File: src/design/bpef_pkg.sv
`timescale 1ns / 1ps

package bpef_pkg;

    // sample and weight formats
    localparam int SAMPLE_WIDTH        = 24;
    localparam int ALPHA_FRACTION_BITS = 16;
    localparam int ALPHA_WIDTH         = ALPHA_FRACTION_BITS;
    localparam int PRESSURE_WIDTH      = 23;
    localparam int TEMP_WIDTH          = SAMPLE_WIDTH;
    localparam int ATTEMPT_WIDTH       = 4;
    localparam int SUM_WIDTH           = 27;
    localparam int BIAS_WIDTH          = 25;

    // filter arithmetic
    localparam int DIFF_WIDTH = SAMPLE_WIDTH + 1;
    localparam int PROD_WIDTH = DIFF_WIDTH + ALPHA_WIDTH + 1;

    // average divider
    localparam int DIVIDEND_WIDTH = SUM_WIDTH + 1;
    localparam int DIV_STEPS      = DIVIDEND_WIDTH;
    localparam int DIV_CNT_WIDTH  = $clog2(DIV_STEPS + 1);

    // stream packing
    localparam int TDATA_WIDTH = ((PRESSURE_WIDTH + TEMP_WIDTH + 7) / 8) * 8;

    // configuration port
    localparam int CFG_INDEX_WIDTH = 8;
    localparam int CFG_DATA_WIDTH  = PRESSURE_WIDTH;

    localparam logic [CFG_INDEX_WIDTH-1:0] REG_PRESSURE_ALPHA       = CFG_INDEX_WIDTH'(0);
    localparam logic [CFG_INDEX_WIDTH-1:0] REG_TEMPERATURE_ALPHA    = CFG_INDEX_WIDTH'(1);
    localparam logic [CFG_INDEX_WIDTH-1:0] REG_REFERENCE_PRESSURE   = CFG_INDEX_WIDTH'(2);
    localparam logic [CFG_INDEX_WIDTH-1:0] REG_CALIBRATION_ATTEMPTS = CFG_INDEX_WIDTH'(3);

    localparam logic [ALPHA_WIDTH-1:0]    RST_PRESSURE_ALPHA       = ALPHA_WIDTH'(6554);
    localparam logic [ALPHA_WIDTH-1:0]    RST_TEMPERATURE_ALPHA    = ALPHA_WIDTH'(3277);
    localparam logic [PRESSURE_WIDTH-1:0] RST_REFERENCE_PRESSURE   = PRESSURE_WIDTH'(6432000);
    localparam logic [ATTEMPT_WIDTH-1:0]  RST_CALIBRATION_ATTEMPTS = ATTEMPT_WIDTH'(10);

    // result kinds
    localparam logic STATUS_MEASUREMENT = 1'b0;
    localparam logic STATUS_CAL_FAILED  = 1'b1;

    typedef struct packed {
        logic capture;
        logic seed;
        logic mul_p;
        logic mul_t;
        logic upd_t;
        logic cal_step;
        logic cal_fail;
        logic div_start;
        logic set_bias;
        logic load_meas;
        logic load_fail;
    } t_dp_cmd;

    typedef struct packed {
        logic ok;
        logic seeded;
        logic calibrating;
        logic cal_end;
        logic valid_zero;
        logic div_busy;
        logic div_done;
        logic out_busy;
    } t_dp_status;

endpackage

File: src/design/bpef_div.sv
`timescale 1ns / 1ps

module bpef_div (
    input  logic                                  i_clk,
    input  logic                                  i_rst_n,
    input  logic                                  i_start,
    input  logic [bpef_pkg::DIVIDEND_WIDTH-1:0]   i_dividend,
    input  logic [bpef_pkg::ATTEMPT_WIDTH-1:0]    i_divisor,
    output logic                                  o_busy,
    output logic                                  o_done,
    output logic [bpef_pkg::DIVIDEND_WIDTH-1:0]   o_quotient
);

    logic                                  r_busy;
    logic                                  r_done;
    logic [bpef_pkg::DIV_CNT_WIDTH-1:0]    r_cnt;
    logic [bpef_pkg::DIVIDEND_WIDTH-1:0]   r_quo;
    logic [bpef_pkg::ATTEMPT_WIDTH-1:0]    r_rem;

    logic [bpef_pkg::ATTEMPT_WIDTH:0]      trial;
    logic [bpef_pkg::ATTEMPT_WIDTH:0]      trial_sub;
    logic                                  q_bit;
    logic [bpef_pkg::ATTEMPT_WIDTH-1:0]    r_div;

    // one quotient bit per cycle, restoring
    assign trial     = {r_rem, r_quo[bpef_pkg::DIVIDEND_WIDTH-1]};
    assign trial_sub = trial - {1'b0, r_div};
    assign q_bit     = (trial >= {1'b0, r_div});

    always_ff @(posedge i_clk) begin
        if (!i_rst_n) begin
            r_busy <= 1'b0;
            r_done <= 1'b0;
            r_cnt  <= '0;
        end else begin
            r_done <= 1'b0;
            if (i_start) begin
                r_busy <= 1'b1;
                r_cnt  <= bpef_pkg::DIV_CNT_WIDTH'(bpef_pkg::DIV_STEPS);
            end else if (r_busy) begin
                r_cnt <= r_cnt - 1'b1;
                if (r_cnt == bpef_pkg::DIV_CNT_WIDTH'(1)) begin
                    r_busy <= 1'b0;
                    r_done <= 1'b1;
                end
            end
        end
    end

    always_ff @(posedge i_clk) begin
        if (i_start) begin
            r_quo <= i_dividend;
            r_rem <= '0;
            r_div <= i_divisor;
        end else if (r_busy) begin
            r_quo <= {r_quo[bpef_pkg::DIVIDEND_WIDTH-2:0], q_bit};
            r_rem <= q_bit ? trial_sub[bpef_pkg::ATTEMPT_WIDTH-1:0]
                           : trial[bpef_pkg::ATTEMPT_WIDTH-1:0];
        end
    end

    assign o_busy     = r_busy;
    assign o_done     = r_done;
    assign o_quotient = r_quo;

endmodule

File: src/design/bpef_dp.sv
`timescale 1ns / 1ps

module bpef_dp (
    input  logic                                    i_clk,
    input  logic                                    i_rst_n,
    input  bpef_pkg::t_dp_cmd                       i_cmd,
    output bpef_pkg::t_dp_status                    o_status,
    input  logic                                    i_cfg_valid,
    input  logic [bpef_pkg::CFG_INDEX_WIDTH-1:0]    i_cfg_index,
    input  logic [bpef_pkg::CFG_DATA_WIDTH-1:0]     i_cfg_data,
    input  logic                                    i_read_ok,
    input  logic [bpef_pkg::PRESSURE_WIDTH-1:0]     i_pressure_raw,
    input  logic signed [bpef_pkg::TEMP_WIDTH-1:0]  i_temperature_raw,
    output logic                                    o_out_valid,
    input  logic                                    i_out_ready,
    output logic                                    o_out_status,
    output logic [bpef_pkg::PRESSURE_WIDTH-1:0]     o_pressure_out,
    output logic signed [bpef_pkg::TEMP_WIDTH-1:0]  o_temperature_out
);

    localparam int SW = bpef_pkg::SAMPLE_WIDTH;
    localparam int PW = bpef_pkg::PRESSURE_WIDTH;
    localparam int OUT_SUM_WIDTH = bpef_pkg::BIAS_WIDTH + 1;
    localparam logic signed [bpef_pkg::PROD_WIDTH-1:0] PROD_HALF =
        bpef_pkg::PROD_WIDTH'(1) << (bpef_pkg::ALPHA_FRACTION_BITS - 1);
    localparam logic [PW-1:0] PRESSURE_MAX = {PW{1'b1}};

    // configuration
    logic [bpef_pkg::ALPHA_WIDTH-1:0]    r_p_alpha;
    logic [bpef_pkg::ALPHA_WIDTH-1:0]    r_t_alpha;
    logic [PW-1:0]                       r_ref;
    logic [bpef_pkg::ATTEMPT_WIDTH-1:0]  r_attempts;

    // captured item
    logic                                r_ok;
    logic signed [SW-1:0]                r_xp;
    logic signed [SW-1:0]                r_xt;

    // filter and calibration state
    logic                                r_seeded;
    logic signed [SW-1:0]                r_pf;
    logic signed [SW-1:0]                r_tf;
    logic signed [bpef_pkg::PROD_WIDTH-1:0] r_prod;
    logic                                r_calibrating;
    logic [bpef_pkg::ATTEMPT_WIDTH-1:0]  r_attempt_cnt;
    logic [bpef_pkg::ATTEMPT_WIDTH-1:0]  r_valid_cnt;
    logic [bpef_pkg::SUM_WIDTH-1:0]      r_sum;
    logic signed [bpef_pkg::BIAS_WIDTH-1:0] r_bias;

    // result register
    logic                                r_out_valid;
    logic                                r_out_status;
    logic [PW-1:0]                       r_out_p;
    logic signed [SW-1:0]                r_out_t;

    logic [bpef_pkg::ALPHA_WIDTH:0]             mul_a;
    logic signed [bpef_pkg::DIFF_WIDTH-1:0]     mul_diff;
    logic signed [bpef_pkg::PROD_WIDTH-1:0]     mul_prod;
    logic signed [bpef_pkg::PROD_WIDTH-1:0]     prod_rounded;
    logic signed [bpef_pkg::DIFF_WIDTH-1:0]     ema_inc;
    logic signed [bpef_pkg::DIFF_WIDTH-1:0]     ema_next;
    logic signed [bpef_pkg::DIFF_WIDTH-1:0]     base_f;
    logic [bpef_pkg::ATTEMPT_WIDTH-1:0]         limit;
    logic [bpef_pkg::DIVIDEND_WIDTH-1:0]        dividend;
    logic                                       div_busy;
    logic                                       div_done;
    logic [bpef_pkg::DIVIDEND_WIDTH-1:0]        quotient;
    logic signed [OUT_SUM_WIDTH-1:0]            corr;
    logic [PW-1:0]                              corr_sat;

    // shared multiplier: pressure weight in mul_p, temperature weight in mul_t
    assign mul_a = i_cmd.mul_t ? {1'b0, r_t_alpha} : {1'b0, r_p_alpha};
    assign mul_diff = i_cmd.mul_t ? ({r_xt[SW-1], r_xt} - {r_tf[SW-1], r_tf})
                                  : ({r_xp[SW-1], r_xp} - {r_pf[SW-1], r_pf});
    assign mul_prod = $signed(mul_a) * mul_diff;

    // f + round_half_up(a*(x-f) / one); the filter being updated sees r_prod
    assign prod_rounded = (r_prod + PROD_HALF) >>> bpef_pkg::ALPHA_FRACTION_BITS;
    assign ema_inc      = prod_rounded[bpef_pkg::DIFF_WIDTH-1:0];
    assign base_f       = i_cmd.upd_t ? {r_tf[SW-1], r_tf} : {r_pf[SW-1], r_pf};
    assign ema_next     = base_f + ema_inc;

    assign limit = (r_attempts == '0) ? bpef_pkg::ATTEMPT_WIDTH'(1) : r_attempts;
    assign dividend = {1'b0, r_sum}
                    + bpef_pkg::DIVIDEND_WIDTH'(r_valid_cnt >> 1);

    bpef_div u_div (
        .i_clk      (i_clk),
        .i_rst_n    (i_rst_n),
        .i_start    (i_cmd.div_start),
        .i_dividend (dividend),
        .i_divisor  (r_valid_cnt),
        .o_busy     (div_busy),
        .o_done     (div_done),
        .o_quotient (quotient)
    );

    // corrected pressure, clamped to the unsigned field
    assign corr = {r_bias[bpef_pkg::BIAS_WIDTH-1], r_bias}
                + $signed({{(OUT_SUM_WIDTH-SW){1'b0}}, r_pf});
    always_comb begin
        if (corr < 0) begin
            corr_sat = '0;
        end else if (corr > $signed({{(OUT_SUM_WIDTH-PW){1'b0}}, PRESSURE_MAX})) begin
            corr_sat = PRESSURE_MAX;
        end else begin
            corr_sat = corr[PW-1:0];
        end
    end

    always_ff @(posedge i_clk) begin
        if (!i_rst_n) begin
            r_p_alpha  <= bpef_pkg::RST_PRESSURE_ALPHA;
            r_t_alpha  <= bpef_pkg::RST_TEMPERATURE_ALPHA;
            r_ref      <= bpef_pkg::RST_REFERENCE_PRESSURE;
            r_attempts <= bpef_pkg::RST_CALIBRATION_ATTEMPTS;
        end else if (i_cfg_valid) begin
            unique case (i_cfg_index)
                bpef_pkg::REG_PRESSURE_ALPHA: begin
                    r_p_alpha <= i_cfg_data[bpef_pkg::ALPHA_WIDTH-1:0];
                end
                bpef_pkg::REG_TEMPERATURE_ALPHA: begin
                    r_t_alpha <= i_cfg_data[bpef_pkg::ALPHA_WIDTH-1:0];
                end
                bpef_pkg::REG_REFERENCE_PRESSURE: begin
                    r_ref <= i_cfg_data[PW-1:0];
                end
                bpef_pkg::REG_CALIBRATION_ATTEMPTS: begin
                    r_attempts <= i_cfg_data[bpef_pkg::ATTEMPT_WIDTH-1:0];
                end
                default: begin
                end
            endcase
        end
    end

    always_ff @(posedge i_clk) begin
        if (i_cmd.capture) begin
            r_ok <= i_read_ok;
            r_xp <= $signed({1'b0, i_pressure_raw});
            r_xt <= i_temperature_raw;
        end
        if (i_cmd.mul_p || i_cmd.mul_t) begin
            r_prod <= mul_prod;
        end
    end

    always_ff @(posedge i_clk) begin
        if (!i_rst_n) begin
            r_seeded      <= 1'b0;
            r_pf          <= '0;
            r_tf          <= '0;
            r_calibrating <= 1'b1;
            r_attempt_cnt <= '0;
            r_valid_cnt   <= '0;
            r_sum         <= '0;
            r_bias        <= '0;
        end else begin
            if (i_cmd.seed) begin
                r_pf     <= r_xp;
                r_tf     <= r_xt;
                r_seeded <= 1'b1;
            end
            if (i_cmd.mul_t) begin
                r_pf <= ema_next[SW-1:0];
            end
            if (i_cmd.upd_t) begin
                r_tf <= ema_next[SW-1:0];
            end
            if (i_cmd.cal_step) begin
                r_attempt_cnt <= r_attempt_cnt + 1'b1;
                if (r_ok) begin
                    r_valid_cnt <= r_valid_cnt + 1'b1;
                    r_sum <= r_sum
                           + {{(bpef_pkg::SUM_WIDTH-SW){1'b0}}, r_pf};
                end
            end
            if (i_cmd.cal_fail) begin
                r_attempt_cnt <= '0;
                r_sum         <= '0;
            end
            if (i_cmd.set_bias) begin
                r_bias <= $signed({{(bpef_pkg::BIAS_WIDTH-PW){1'b0}}, r_ref})
                        - $signed(quotient[bpef_pkg::BIAS_WIDTH-1:0]);
                r_calibrating <= 1'b0;
            end
        end
    end

    always_ff @(posedge i_clk) begin
        if (!i_rst_n) begin
            r_out_valid <= 1'b0;
        end else if (i_cmd.load_meas || i_cmd.load_fail) begin
            r_out_valid <= 1'b1;
        end else if (i_out_ready) begin
            r_out_valid <= 1'b0;
        end
    end

    always_ff @(posedge i_clk) begin
        if (i_cmd.load_meas) begin
            r_out_status <= bpef_pkg::STATUS_MEASUREMENT;
            r_out_p      <= corr_sat;
            r_out_t      <= r_tf;
        end else if (i_cmd.load_fail) begin
            r_out_status <= bpef_pkg::STATUS_CAL_FAILED;
            r_out_p      <= '0;
            r_out_t      <= '0;
        end
    end

    always_comb begin
        o_status.ok          = r_ok;
        o_status.seeded      = r_seeded;
        o_status.calibrating = r_calibrating;
        o_status.cal_end     = (r_attempt_cnt >= limit) || (r_attempt_cnt == '0);
        o_status.valid_zero  = (r_valid_cnt == '0);
        o_status.div_busy    = div_busy;
        o_status.div_done    = div_done;
        o_status.out_busy    = r_out_valid && !i_out_ready;
    end

    assign o_out_valid       = r_out_valid;
    assign o_out_status      = r_out_status;
    assign o_pressure_out    = r_out_p;
    assign o_temperature_out = r_out_t;

endmodule

File: src/design/bpef_ctrl.sv
`timescale 1ns / 1ps

module bpef_ctrl (
    input  logic                  i_clk,
    input  logic                  i_rst_n,
    input  logic                  i_in_valid,
    output logic                  o_in_ready,
    input  bpef_pkg::t_dp_status  i_status,
    output bpef_pkg::t_dp_cmd     o_cmd
);

    typedef enum logic [3:0] {
        S_IDLE,
        S_FILT,
        S_MULT,
        S_UPDT,
        S_CHK,
        S_CEND,
        S_DIV,
        S_EMIT_MEAS,
        S_EMIT_FAIL
    } t_state;

    t_state r_state;
    t_state n_state;
    logic   r_in_ready;
    logic   n_in_ready;

    bpef_pkg::t_dp_cmd cmd;

    always_comb begin
        cmd     = '0;
        n_state = r_state;
        unique case (r_state)
            S_IDLE: begin
                if (i_in_valid && r_in_ready) begin
                    cmd.capture = 1'b1;
                    n_state     = S_FILT;
                end
            end
            S_FILT: begin
                if (i_status.ok && i_status.seeded) begin
                    cmd.mul_p = 1'b1;
                    n_state   = S_MULT;
                end else begin
                    cmd.seed = i_status.ok;
                    n_state  = S_CHK;
                end
            end
            S_MULT: begin
                // pressure filter settles while temperature product forms
                cmd.mul_t = 1'b1;
                n_state   = S_UPDT;
            end
            S_UPDT: begin
                cmd.upd_t = 1'b1;
                n_state   = S_CHK;
            end
            S_CHK: begin
                if (i_status.calibrating) begin
                    cmd.cal_step = 1'b1;
                    n_state      = S_CEND;
                end else if (i_status.ok) begin
                    n_state = S_EMIT_MEAS;
                end else begin
                    n_state = S_IDLE;
                end
            end
            S_CEND: begin
                if (!i_status.cal_end) begin
                    n_state = S_IDLE;
                end else if (i_status.valid_zero) begin
                    cmd.cal_fail = 1'b1;
                    n_state      = S_EMIT_FAIL;
                end else begin
                    cmd.div_start = 1'b1;
                    n_state       = S_DIV;
                end
            end
            S_DIV: begin
                if (i_status.div_done) begin
                    cmd.set_bias = 1'b1;
                    n_state      = S_IDLE;
                end
            end
            S_EMIT_MEAS: begin
                if (!i_status.out_busy) begin
                    cmd.load_meas = 1'b1;
                    n_state       = S_IDLE;
                end
            end
            S_EMIT_FAIL: begin
                if (!i_status.out_busy) begin
                    cmd.load_fail = 1'b1;
                    n_state       = S_IDLE;
                end
            end
            default: begin
                n_state = S_IDLE;
            end
        endcase
        n_in_ready = (n_state == S_IDLE);
    end

    always_ff @(posedge i_clk) begin
        if (!i_rst_n) begin
            r_state    <= S_IDLE;
            r_in_ready <= 1'b1;
        end else begin
            r_state    <= n_state;
            r_in_ready <= n_in_ready;
        end
    end

    assign o_in_ready = r_in_ready;
    assign o_cmd      = cmd;

`ifndef SYNTHESIS
    a_ready_only_idle: assert property (@(posedge i_clk) disable iff (!i_rst_n)
        r_in_ready |-> (r_state == S_IDLE))
        else $error("input ready outside idle");

    a_capture_then_filter: assert property (@(posedge i_clk) disable iff (!i_rst_n)
        cmd.capture |=> (r_state == S_FILT))
        else $error("accepted beat not followed by filter step");

    a_load_into_free_slot: assert property (@(posedge i_clk) disable iff (!i_rst_n)
        (cmd.load_meas || cmd.load_fail) |-> !i_status.out_busy)
        else $error("result loaded over an unsent beat");

    a_div_start_idle: assert property (@(posedge i_clk) disable iff (!i_rst_n)
        cmd.div_start |-> !i_status.div_busy)
        else $error("divider restarted while busy");
`endif

endmodule

File: src/design/biased_pressure_ema_filter_top.sv
`timescale 1ns / 1ps

// Barometer smoother with calibrated offset. Each input beat carries read_ok in
// tuser and pressure (1/64 Pa) and Q8.16 temperature in tdata; two first-order
// low-pass filters share one 17x25 multiplier. A plain item passes the sequencer's
// filter, update and bookkeeping steps, one per cycle, from acceptance until ready
// returns; the item that closes calibration also waits on the one-bit-per-cycle
// average divider. A finished result sits
// in an output register, so a new beat is taken while it waits; a second result
// only stalls if the first one has not left. Calibration items give no beat,
// except a status 1 beat (zeros in tdata) when a whole phase saw no good read.
// Configuration writes are always ready and must only be issued while idle.
module biased_pressure_ema_filter_top (
    input  logic                                    i_clk,
    input  logic                                    i_rst_n,
    input  logic                                    i_s_axis_tvalid,
    output logic                                    o_s_axis_tready,
    // pressure_raw [22:0], temperature_raw [46:23], zero pad [47]
    input  logic [bpef_pkg::TDATA_WIDTH-1:0]        i_s_axis_tdata,
    // read_ok
    input  logic                                    i_s_axis_tuser,
    output logic                                    o_m_axis_tvalid,
    input  logic                                    i_m_axis_tready,
    // pressure_out [22:0], temperature_out [46:23], zero pad [47]
    output logic [bpef_pkg::TDATA_WIDTH-1:0]        o_m_axis_tdata,
    // status
    output logic                                    o_m_axis_tuser,
    input  logic                                    i_cfg_valid,
    output logic                                    o_cfg_ready,
    input  logic [bpef_pkg::CFG_INDEX_WIDTH-1:0]    i_cfg_index,
    input  logic [bpef_pkg::CFG_DATA_WIDTH-1:0]     i_cfg_data
);

    localparam int PW = bpef_pkg::PRESSURE_WIDTH;
    localparam int TW = bpef_pkg::TEMP_WIDTH;
    localparam int PAD = bpef_pkg::TDATA_WIDTH - PW - TW;

    bpef_pkg::t_dp_cmd    cmd;
    bpef_pkg::t_dp_status status;

    logic                 out_status;
    logic [PW-1:0]        pressure_out;
    logic signed [TW-1:0] temperature_out;

    bpef_ctrl u_ctrl (
        .i_clk      (i_clk),
        .i_rst_n    (i_rst_n),
        .i_in_valid (i_s_axis_tvalid),
        .o_in_ready (o_s_axis_tready),
        .i_status   (status),
        .o_cmd      (cmd)
    );

    bpef_dp u_dp (
        .i_clk             (i_clk),
        .i_rst_n           (i_rst_n),
        .i_cmd             (cmd),
        .o_status          (status),
        .i_cfg_valid       (i_cfg_valid),
        .i_cfg_index       (i_cfg_index),
        .i_cfg_data        (i_cfg_data),
        .i_read_ok         (i_s_axis_tuser),
        .i_pressure_raw    (i_s_axis_tdata[PW-1:0]),
        .i_temperature_raw ($signed(i_s_axis_tdata[PW+TW-1:PW])),
        .o_out_valid       (o_m_axis_tvalid),
        .i_out_ready       (i_m_axis_tready),
        .o_out_status      (out_status),
        .o_pressure_out    (pressure_out),
        .o_temperature_out (temperature_out)
    );

    assign o_cfg_ready    = 1'b1;
    assign o_m_axis_tuser = out_status;
    assign o_m_axis_tdata = {{PAD{1'b0}}, temperature_out, pressure_out};

endmodule

File: config.mk
export PLATFORM = sky130hd
export DESIGN_NAME = biased_pressure_ema_filter_top
export DESIGN_NICKNAME = d
export VERILOG_FILES = /design/src/design/bpef_pkg.sv /design/src/design/bpef_div.sv /design/src/design/bpef_dp.sv /design/src/design/bpef_ctrl.sv /design/src/design/biased_pressure_ema_filter_top.sv
export SDC_FILE = /design/constraint.sdc
export NUM_CORES = 2
export LEC_CHECK = 0
export BUFFER_PORTS_ARGS = -buffer_cell sky130_fd_sc_hd__buf_2
export CORE_ASPECT_RATIO = 1.1
export CORE_UTILIZATION = 60
export DETAILED_ROUTE_END_ITERATION = 10
export PLACE_DENSITY_LB_ADDON = 0.2
export REMOVE_ABC_BUFFERS = 1
export SYNTH_ARGS = -nofsm -noshare
export SYNTH_HDL_FRONTEND = slang
export SYNTH_SLANG_ARGS = --single-unit
File: constraint.sdc
create_clock -name i_clk -period 10.7 [get_ports i_clk]
set_clock_uncertainty 0.1 [all_clocks]
set_input_delay 2.675 -clock i_clk [delete_from_list [all_inputs] [get_ports i_clk]]
set_output_delay 2.675 -clock i_clk [all_outputs]
set_load 0.02 [all_outputs]
## Word level (Yosys, flattened, before mapping)

Cells that the tools add are included.

- RAM bits: 0
- Memories: 0
- Flip-flop bits (word level): 354
- Output and inout bits: 52
- Logic and storage cells: 139
- Bits in latches: 0
- Input bits: 85
- Bits in read-only memories: 0

- Bitwise logic cells: 2
- Shifts and indexed selects: 0
- Order comparisons: 4
- Multiply operators: 1
- Add/sub/neg operators: 12
- Divide/modulo/power cells: 0
- Mux-type cells: 52
- Reduce and logical (&&, ||, !) cells: 27
- Equality and inequality tests: 12

Operator list:

| kind | number |
|---|---|
| 24-bit two-way mux | 7 |
| 23-bit two-way mux | 4 |
| 28-bit two-way mux | 2 |
| 24-bit by 24-bit subtractor with 25-bit output | 2 |
| 40-bit by 17-bit adder with 40-bit output (second input constant) | 1 |
| 17-bit by 25-bit multiplier with 40-bit output | 1 |
| 4-bit case mux with 8 select lines | 1 |
| 27-bit by 3-bit adder with 28-bit output | 1 |
| 4-bit two-way mux | 7 |
| 27-bit by 24-bit adder with 27-bit output | 1 |
| 25-bit by 25-bit adder with 26-bit output | 1 |
| 26-bit by 24-bit greater-than comparator with 1-bit output (second input constant) | 1 |
| 26-bit by 1-bit less-than comparator with 1-bit output (second input constant) | 1 |
| 25-bit two-way mux | 1 |
| 24-bit by 25-bit subtractor with 25-bit output | 1 |
| 24-bit adder | 1 |
| 1-bit two-way mux | 21 |
| 4-bit zero test | 5 |
| 4-bit by 3-bit equality test with 1-bit output (second input constant) | 4 |
| 8-bit by 2-bit equality test with 1-bit output (second input constant) | 2 |
| 16-bit two-way mux | 1 |
| 5-bit two-way mux | 2 |
| 2-bit AND reduction | 5 |
| 2-bit nonzero test | 5 |
| 19 further kinds | 32 |

## Logic depth before layout (Yosys ltp)

- Depth after elaboration: 7
- Mapped depth: 34
- Depth with buffers taken out: 33

## By module

From an unflattened synthesis, not the netlist that was laid out.

- Cell total of the unflattened synthesis: 3958
- Area total of the unflattened synthesis: 34894.7 um^2

By module, submodules not included:

| module | cells each | instances | area each (um^2) |
|---|---|---|---|
| bpef_dp | 3764 | 1 | 32496.2 |
| bpef_div | 135 | 1 | 1946.9 |
| bpef_ctrl | 55 | 1 | 429.2 |
| biased_pressure_ema_filter_top | 4 | 1 | 22.5 |

## Least setup slack after synthesis

No wires, ideal clock.

- Path kind: flip-flop to flip-flop
- Start point: register u_dp.r_xt[7]
- End point: register u_dp.r_prod[36] in the netlist's numbering, data pin
- Path slack: 2363 ps
- Arrival time: 8101 ps
- Buffers on the path: 1
- Library setup time: 136 ps
- Cell stages (with the launch flop): 32
- Path through: edfxtp_1 > ha_1 > a21o_1 > a31o_1 > and2_4 > o2111a_2 > o21a_1 > o21a_1 > or3_1 > a31oi_2 > buf_2 > nor2_1 > fa_1 > inv_1 > fa_1 > fa_1 > inv_1 > fa_1 > fa_1 > inv_1 > fa_1 > inv_1 > ha_1 > and3_1 > a221o_1 > o21bai_1 > a21o_1 > nand3_1 > a21oi_1 > o21bai_1 > a2111oi_0 > nand3b_1

- Word-level cells in the longest chain between the ends: 3

RTL lines:

| element | RTL line | source |
|---|---|---|
| start, declared | bpef_dp.sv:37 | `logic signed [SW-1:0] r_xt;` |
| start signal, assigned | bpef_dp.sv:141 | `r_xt <= i_temperature_raw;` |
| 24-bit by 24-bit subtractor with 25-bit output | bpef_dp.sv:73 | `assign mul_diff = i_cmd.mul_t ? ({r_xt[SW-1], r_xt} - {r_tf[SW-1], r_tf})` |
| 25-bit two-way mux | bpef_dp.sv:73 |  |
| 17-bit by 25-bit multiplier with 40-bit output | bpef_dp.sv:75 | `assign mul_prod = $signed(mul_a) * mul_diff;` |
| named net u_dp.mul_prod, one bit | bpef_dp.sv:58 | `logic signed [bpef_pkg::PROD_WIDTH-1:0] mul_prod;` |
| end signal, assigned | bpef_dp.sv:144 | `r_prod <= mul_prod;` |
| end, declared | bpef_dp.sv:43 | `logic signed [bpef_pkg::PROD_WIDTH-1:0] r_prod;` |

The timed path passes the listed nets, and every way through them passes these cells.
A chain may end at the register's enable or synchronous reset.

## Worst setup path after layout

- Start point: register u_dp.r_pf[1]
- End point: register u_dp.r_prod[37] in the netlist's numbering, data pin

- Word-level cells in the longest chain between the ends: 3

RTL lines:

| element | RTL line | source |
|---|---|---|
| start, declared | bpef_dp.sv:41 | `logic signed [SW-1:0] r_pf;` |
| start signal, assigned | bpef_dp.sv:160 | `r_pf <= r_xp;` |
| start signal, assigned | bpef_dp.sv:165 | `r_pf <= ema_next[SW-1:0];` |
| 24-bit by 24-bit subtractor with 25-bit output | bpef_dp.sv:74 | `: ({r_xp[SW-1], r_xp} - {r_pf[SW-1], r_pf});` |
| 25-bit two-way mux | bpef_dp.sv:73 |  |
| 17-bit by 25-bit multiplier with 40-bit output | bpef_dp.sv:75 |  |
| named net u_dp.mul_prod, one bit | bpef_dp.sv:58 |  |

The timed path passes the listed nets, and every way through them passes these cells.

==> load_flow_metrics.sql <==
INSERT INTO impl_metrics (metric_group, metric, value, unit) VALUES
('finish', 'fin_nets', '4822', ''),
('finish', 'layout.cells.non_filler', '4879', ''),
('place', 'io_buffers', '133', ''),
('drt', 'postRouteAntennaNets', '0', ''),
('synth', 'synth_seq_cells', '339', ''),
('finish', 'drive_above_1_share', '7.221', '%'),
('clock_network', 'cts-hold-fix-buffers', '0', ''),
('sta', 'hold_viol_final', '0', ''),
('sta', 'setup_tns', '0', 'ns'),
('synth', 'seq_total_area_yosys', '23.65', '%'),
('finish', 'insertedDiodeCount', '0', ''),
('critical_path', 'cpMaxStageDelayCell', 'sky130_fd_sc_hd__fa_1', ''),
('sta', 'timing.final.crit_share', '88.92', '%'),
('grt', 'globalRoute.totalOverflow', '0', ''),
('sta', 'fmax', '105.1', 'MHz'),
('floorplanning', 'floorplan.rows', '92', ''),
('sta', 'grt_setup_unrepaired', 'no', ''),
('worst_hold_path', 'hold_path_class', 'reg -> reg', ''),
('place', 'placed_area', '0.03658', 'mm^2'),
('drt', 'total_drc_errors_in_the_routed_layout', '0', ''),
('critical_path', 'setup.worst_path.end_class', 'register', ''),
('critical_path', 'cp.required', '10.86', 'ns'),
('critical_path', 'critical-path-top-delay-family', 'adder cells', ''),
('clock_network', 'clockBufferDepth', '3', ''),
('critical_path', 'critical-path-max-stage-delay', '0.56', 'ns'),
('job', 'maxCapViolations', '0', ''),
('sta', 'final_critical_path_setup_slack', '1.185', 'ns'),
('grt', 'largest_net_degree_at_the_start_of_global_routing', '92', ''),
('place', 'place_congestion', '0.9431', ''),
('floorplanning', 'total_die_area', '0.05953', 'mm^2'),
('synth', 'synth_area', '0.03513', 'mm^2'),
('finish', 'num-fill-cells', '4876', ''),
('synth', 'postSynth.asyncResetShare', '0', '%'),
('place', 'placedCellCount', '4816', ''),
('place', 'dp_slack', '1.313', 'ns'),
('sta', 'relSlewSlack', '17.39', '%'),
('worst_hold_path', 'hold-path-endpoint', 'u_dp.r_bias[10]$_SDFFE_PN0P_', ''),
('critical_path', 'ff2ff_setup_slack', '1.19', 'ns'),
('floorplanning', 'chipHeight', '255.8', 'um'),
('run_status', 'status', 'complete, no violations', ''),
('synth', 'syn-mean-instance-area', '8.699', 'um^2'),
('floorplanning', 'floorplan.core_area', '0.05756', 'mm^2'),
('clock_network', 'cts.htree.levels', '2', ''),
('clock_network', 'root_buffer', 'sky130_fd_sc_hd__clkbuf_16', ''),
('finish', 'multiInputGateArea', '0.02408', 'mm^2'),
('clock_network', 'cts_resized', '0', ''),
('critical_path', 'timing.critical_path.fanout_max', '10', ''),
('clock_network', 'worst_skew_pair.late_latency', '0.54', 'ns'),
('critical_path', 'worst-r2r-cell-count', '32', ''),
('drt', 'wl_per_cell', '19.71', 'um'),
('clock_network', 'cts_buf_count', '35', ''),
('clock_network', 'cts.repair_timing.setup_buffer_count', '0', ''),
('worst_hold_path', 'holdCritStartpoint', 'u_dp.r_bias[10]$_SDFFE_PN0P_', ''),
('finish', 'layout.area.seq', '0.008308', 'mm^2'),
('drt', 'finalWirelength', '96180', 'um'),
('critical_path', 'critPathKind', 'reg -> reg', ''),
('floorplanning', 'start_util', '61.04', '%'),
('grt', 'grt_pass1_wl', '151500', 'um'),
('worst_hold_path', 'worstHoldPathCells', '2', ''),
('clock_network', 'cts_tree', 'built', ''),
('synth', 'number_of_flops_mapped_to_enable_cells_by_yosys', '152', ''),
('place', 'post-dp-hpwl', '75300', 'um'),
('critical_path', 'r2r-end', 'u_dp.r_prod[37]$_DFFE_PP_', ''),
('synth', 'yosysWarnings', '0', ''),
('sta', 'maxSlewViolCount', '0', ''),
('drt', 'firstDrtPassIters', '6', ''),
('sta', 'worst_pin_slew', '1.234', 'ns'),
('floorplanning', 'num_io_pins', '137', ''),
('clock_network', 'numClockSinks', '339', ''),
('synth', 'post_synth_num_cell_types', '98', ''),
('sta', 'min_period', '9.515', 'ns');
## metal layers
layer	vias to the layer above	wire, um	GRT usage (%)
li1	13413	-	-
met1	13886	37510	41.71
met2	1159	46280	55.03
met3	232	7477	4.579
met4	0	4906	15.01
met5	-	0	0
## sequential cells by signal, summed over array words and instances (netlist names), 23 cells and up
name / flops
u_dp.o_pressure_out: 23
u_dp.o_temperature_out: 24
u_dp.r_bias: 25
u_dp.r_pf: 24
u_dp.r_prod: 25
u_dp.r_ref: 23
u_dp.r_sum: 27
u_dp.r_tf: 24
u_dp.r_xp: 23
u_dp.r_xt: 24
u_dp.u_div.o_quotient: 28
## final cells by class
cell class	instances	area share, %
clock buffers	43	2.619
multi-input cells	2963	63.72
repair buffers	188	2.893
inverters	574	5.700
flip-flops and latches	339	21.98
well taps	752	2.489
clock inverters	20	0.5959
## cell usage after synthesis (all sizes together), types with 21 or more instances
| cell type | instances | area (um^2) |
|---|---|---|
| nand2 | 610 | 2290 |
| inv | 573 | 2151 |
| fa | 380 | 7607 |
| nor2 | 336 | 1261 |
| ha | 256 | 3203 |
| dfxtp | 187 | 3744 |
| o21ai | 162 | 814.5 |
| a21oi | 161 | 805.8 |
| edfxtp | 152 | 4564 |
| clkbuf | 137 | 515.5 |
| xnor2 | 128 | 1121 |
| nand3 | 87 | 435.4 |
| xor2 | 81 | 709.4 |
| a21o | 71 | 533.0 |
| nor2b | 55 | 344.1 |
| and2 | 52 | 327.8 |
| a21boi | 51 | 382.9 |
| o211ai | 50 | 375.4 |
| o211a | 40 | 400.4 |
| nand2b | 39 | 244.0 |
| o21a | 37 | 277.8 |
| and3 | 35 | 219.0 |
| nand4 | 31 | 193.9 |
| nor3 | 28 | 145.1 |
| buf | 26 | 137.6 |
| mux2i | 26 | 264.0 |
| o21bai | 23 | 172.7 |
| a211oi | 21 | 167.7 |
## worst max-delay path by stage
stage	from	to	slack, ns	depth (start not counted)
floorplan	u_ctrl.r_state[1]$_SDFF_PN0_	u_dp.r_prod[36]$_DFFE_PP_	-0.25	23
global placement	u_dp.r_pf[1]$_SDFFE_PN0P_	u_dp.r_prod[37]$_DFFE_PP_	1.40	32
detailed placement	u_dp.r_pf[1]$_SDFFE_PN0P_	u_dp.r_prod[37]$_DFFE_PP_	1.31	32
CTS	u_dp.r_pf[1]$_SDFFE_PN0P_	u_dp.r_prod[37]$_DFFE_PP_	1.26	32
global route	u_dp.r_pf[1]$_SDFFE_PN0P_	u_dp.r_prod[37]$_DFFE_PP_	0.75	32
finish	u_dp.r_pf[1]$_SDFFE_PN0P_	u_dp.r_prod[37]$_DFFE_PP_	1.19	32
## stage by stage
stage | hold WS (ns) | utilization, %
final | 0.3690 | 65.67
after CTS | 0.3702 | 65.67
after global routing | 0.3834 | 65.67
after floorplan | 0.3383 | -
after global placement | 0.3497 | 63.56
after detailed placement | 0.3587 | 63.56
## tightest hold or removal path: stages (launching register included)
cell and delay, ns:
sky130_fd_sc_hd__dfxtp_1 0.31, sky130_fd_sc_hd__nand2_1 0.05, sky130_fd_sc_hd__a21boi_0 0.06
## logic make-up after synthesis
logic type,share of synthesized area (%)
AO/OA/AOI/OAI,14.49
XOR/XNOR,5.210
adder cells (fa/ha/maj),30.83
buffers and inverters,7.991
flip-flops,23.65
multiplexers,0.8155
other,0.02138
AND/OR/NAND/NOR,16.99
## layout by cell type (no fill, tap or decap), types with 19 or more instances in the layout
cell type and count:
sky130_fd_sc_hd__a211oi_1 19, sky130_fd_sc_hd__a21boi_0 50, sky130_fd_sc_hd__a21o_1 71, sky130_fd_sc_hd__a21oi_1 161
sky130_fd_sc_hd__and2_1 49, sky130_fd_sc_hd__and3_1 34, sky130_fd_sc_hd__buf_2 132, sky130_fd_sc_hd__buf_4 55
sky130_fd_sc_hd__clkbuf_16 38, sky130_fd_sc_hd__dfxtp_1 187, sky130_fd_sc_hd__edfxtp_1 152, sky130_fd_sc_hd__fa_1 380
sky130_fd_sc_hd__ha_1 256, sky130_fd_sc_hd__inv_1 572, sky130_fd_sc_hd__mux2i_1 23, sky130_fd_sc_hd__nand2_1 610
sky130_fd_sc_hd__nand2b_1 38, sky130_fd_sc_hd__nand3_1 86, sky130_fd_sc_hd__nand4_1 31, sky130_fd_sc_hd__nor2_1 334
sky130_fd_sc_hd__nor2b_1 54, sky130_fd_sc_hd__nor3_1 27, sky130_fd_sc_hd__o211a_1 40, sky130_fd_sc_hd__o211ai_1 50
sky130_fd_sc_hd__o21a_1 37, sky130_fd_sc_hd__o21ai_0 149, sky130_fd_sc_hd__o21bai_1 23, sky130_fd_sc_hd__xnor2_1 128
sky130_fd_sc_hd__xor2_1 81
Power is left out: the tool's default activity adds up to more than one toggle a clock period on the data nets, which glitch-free logic cannot reach.
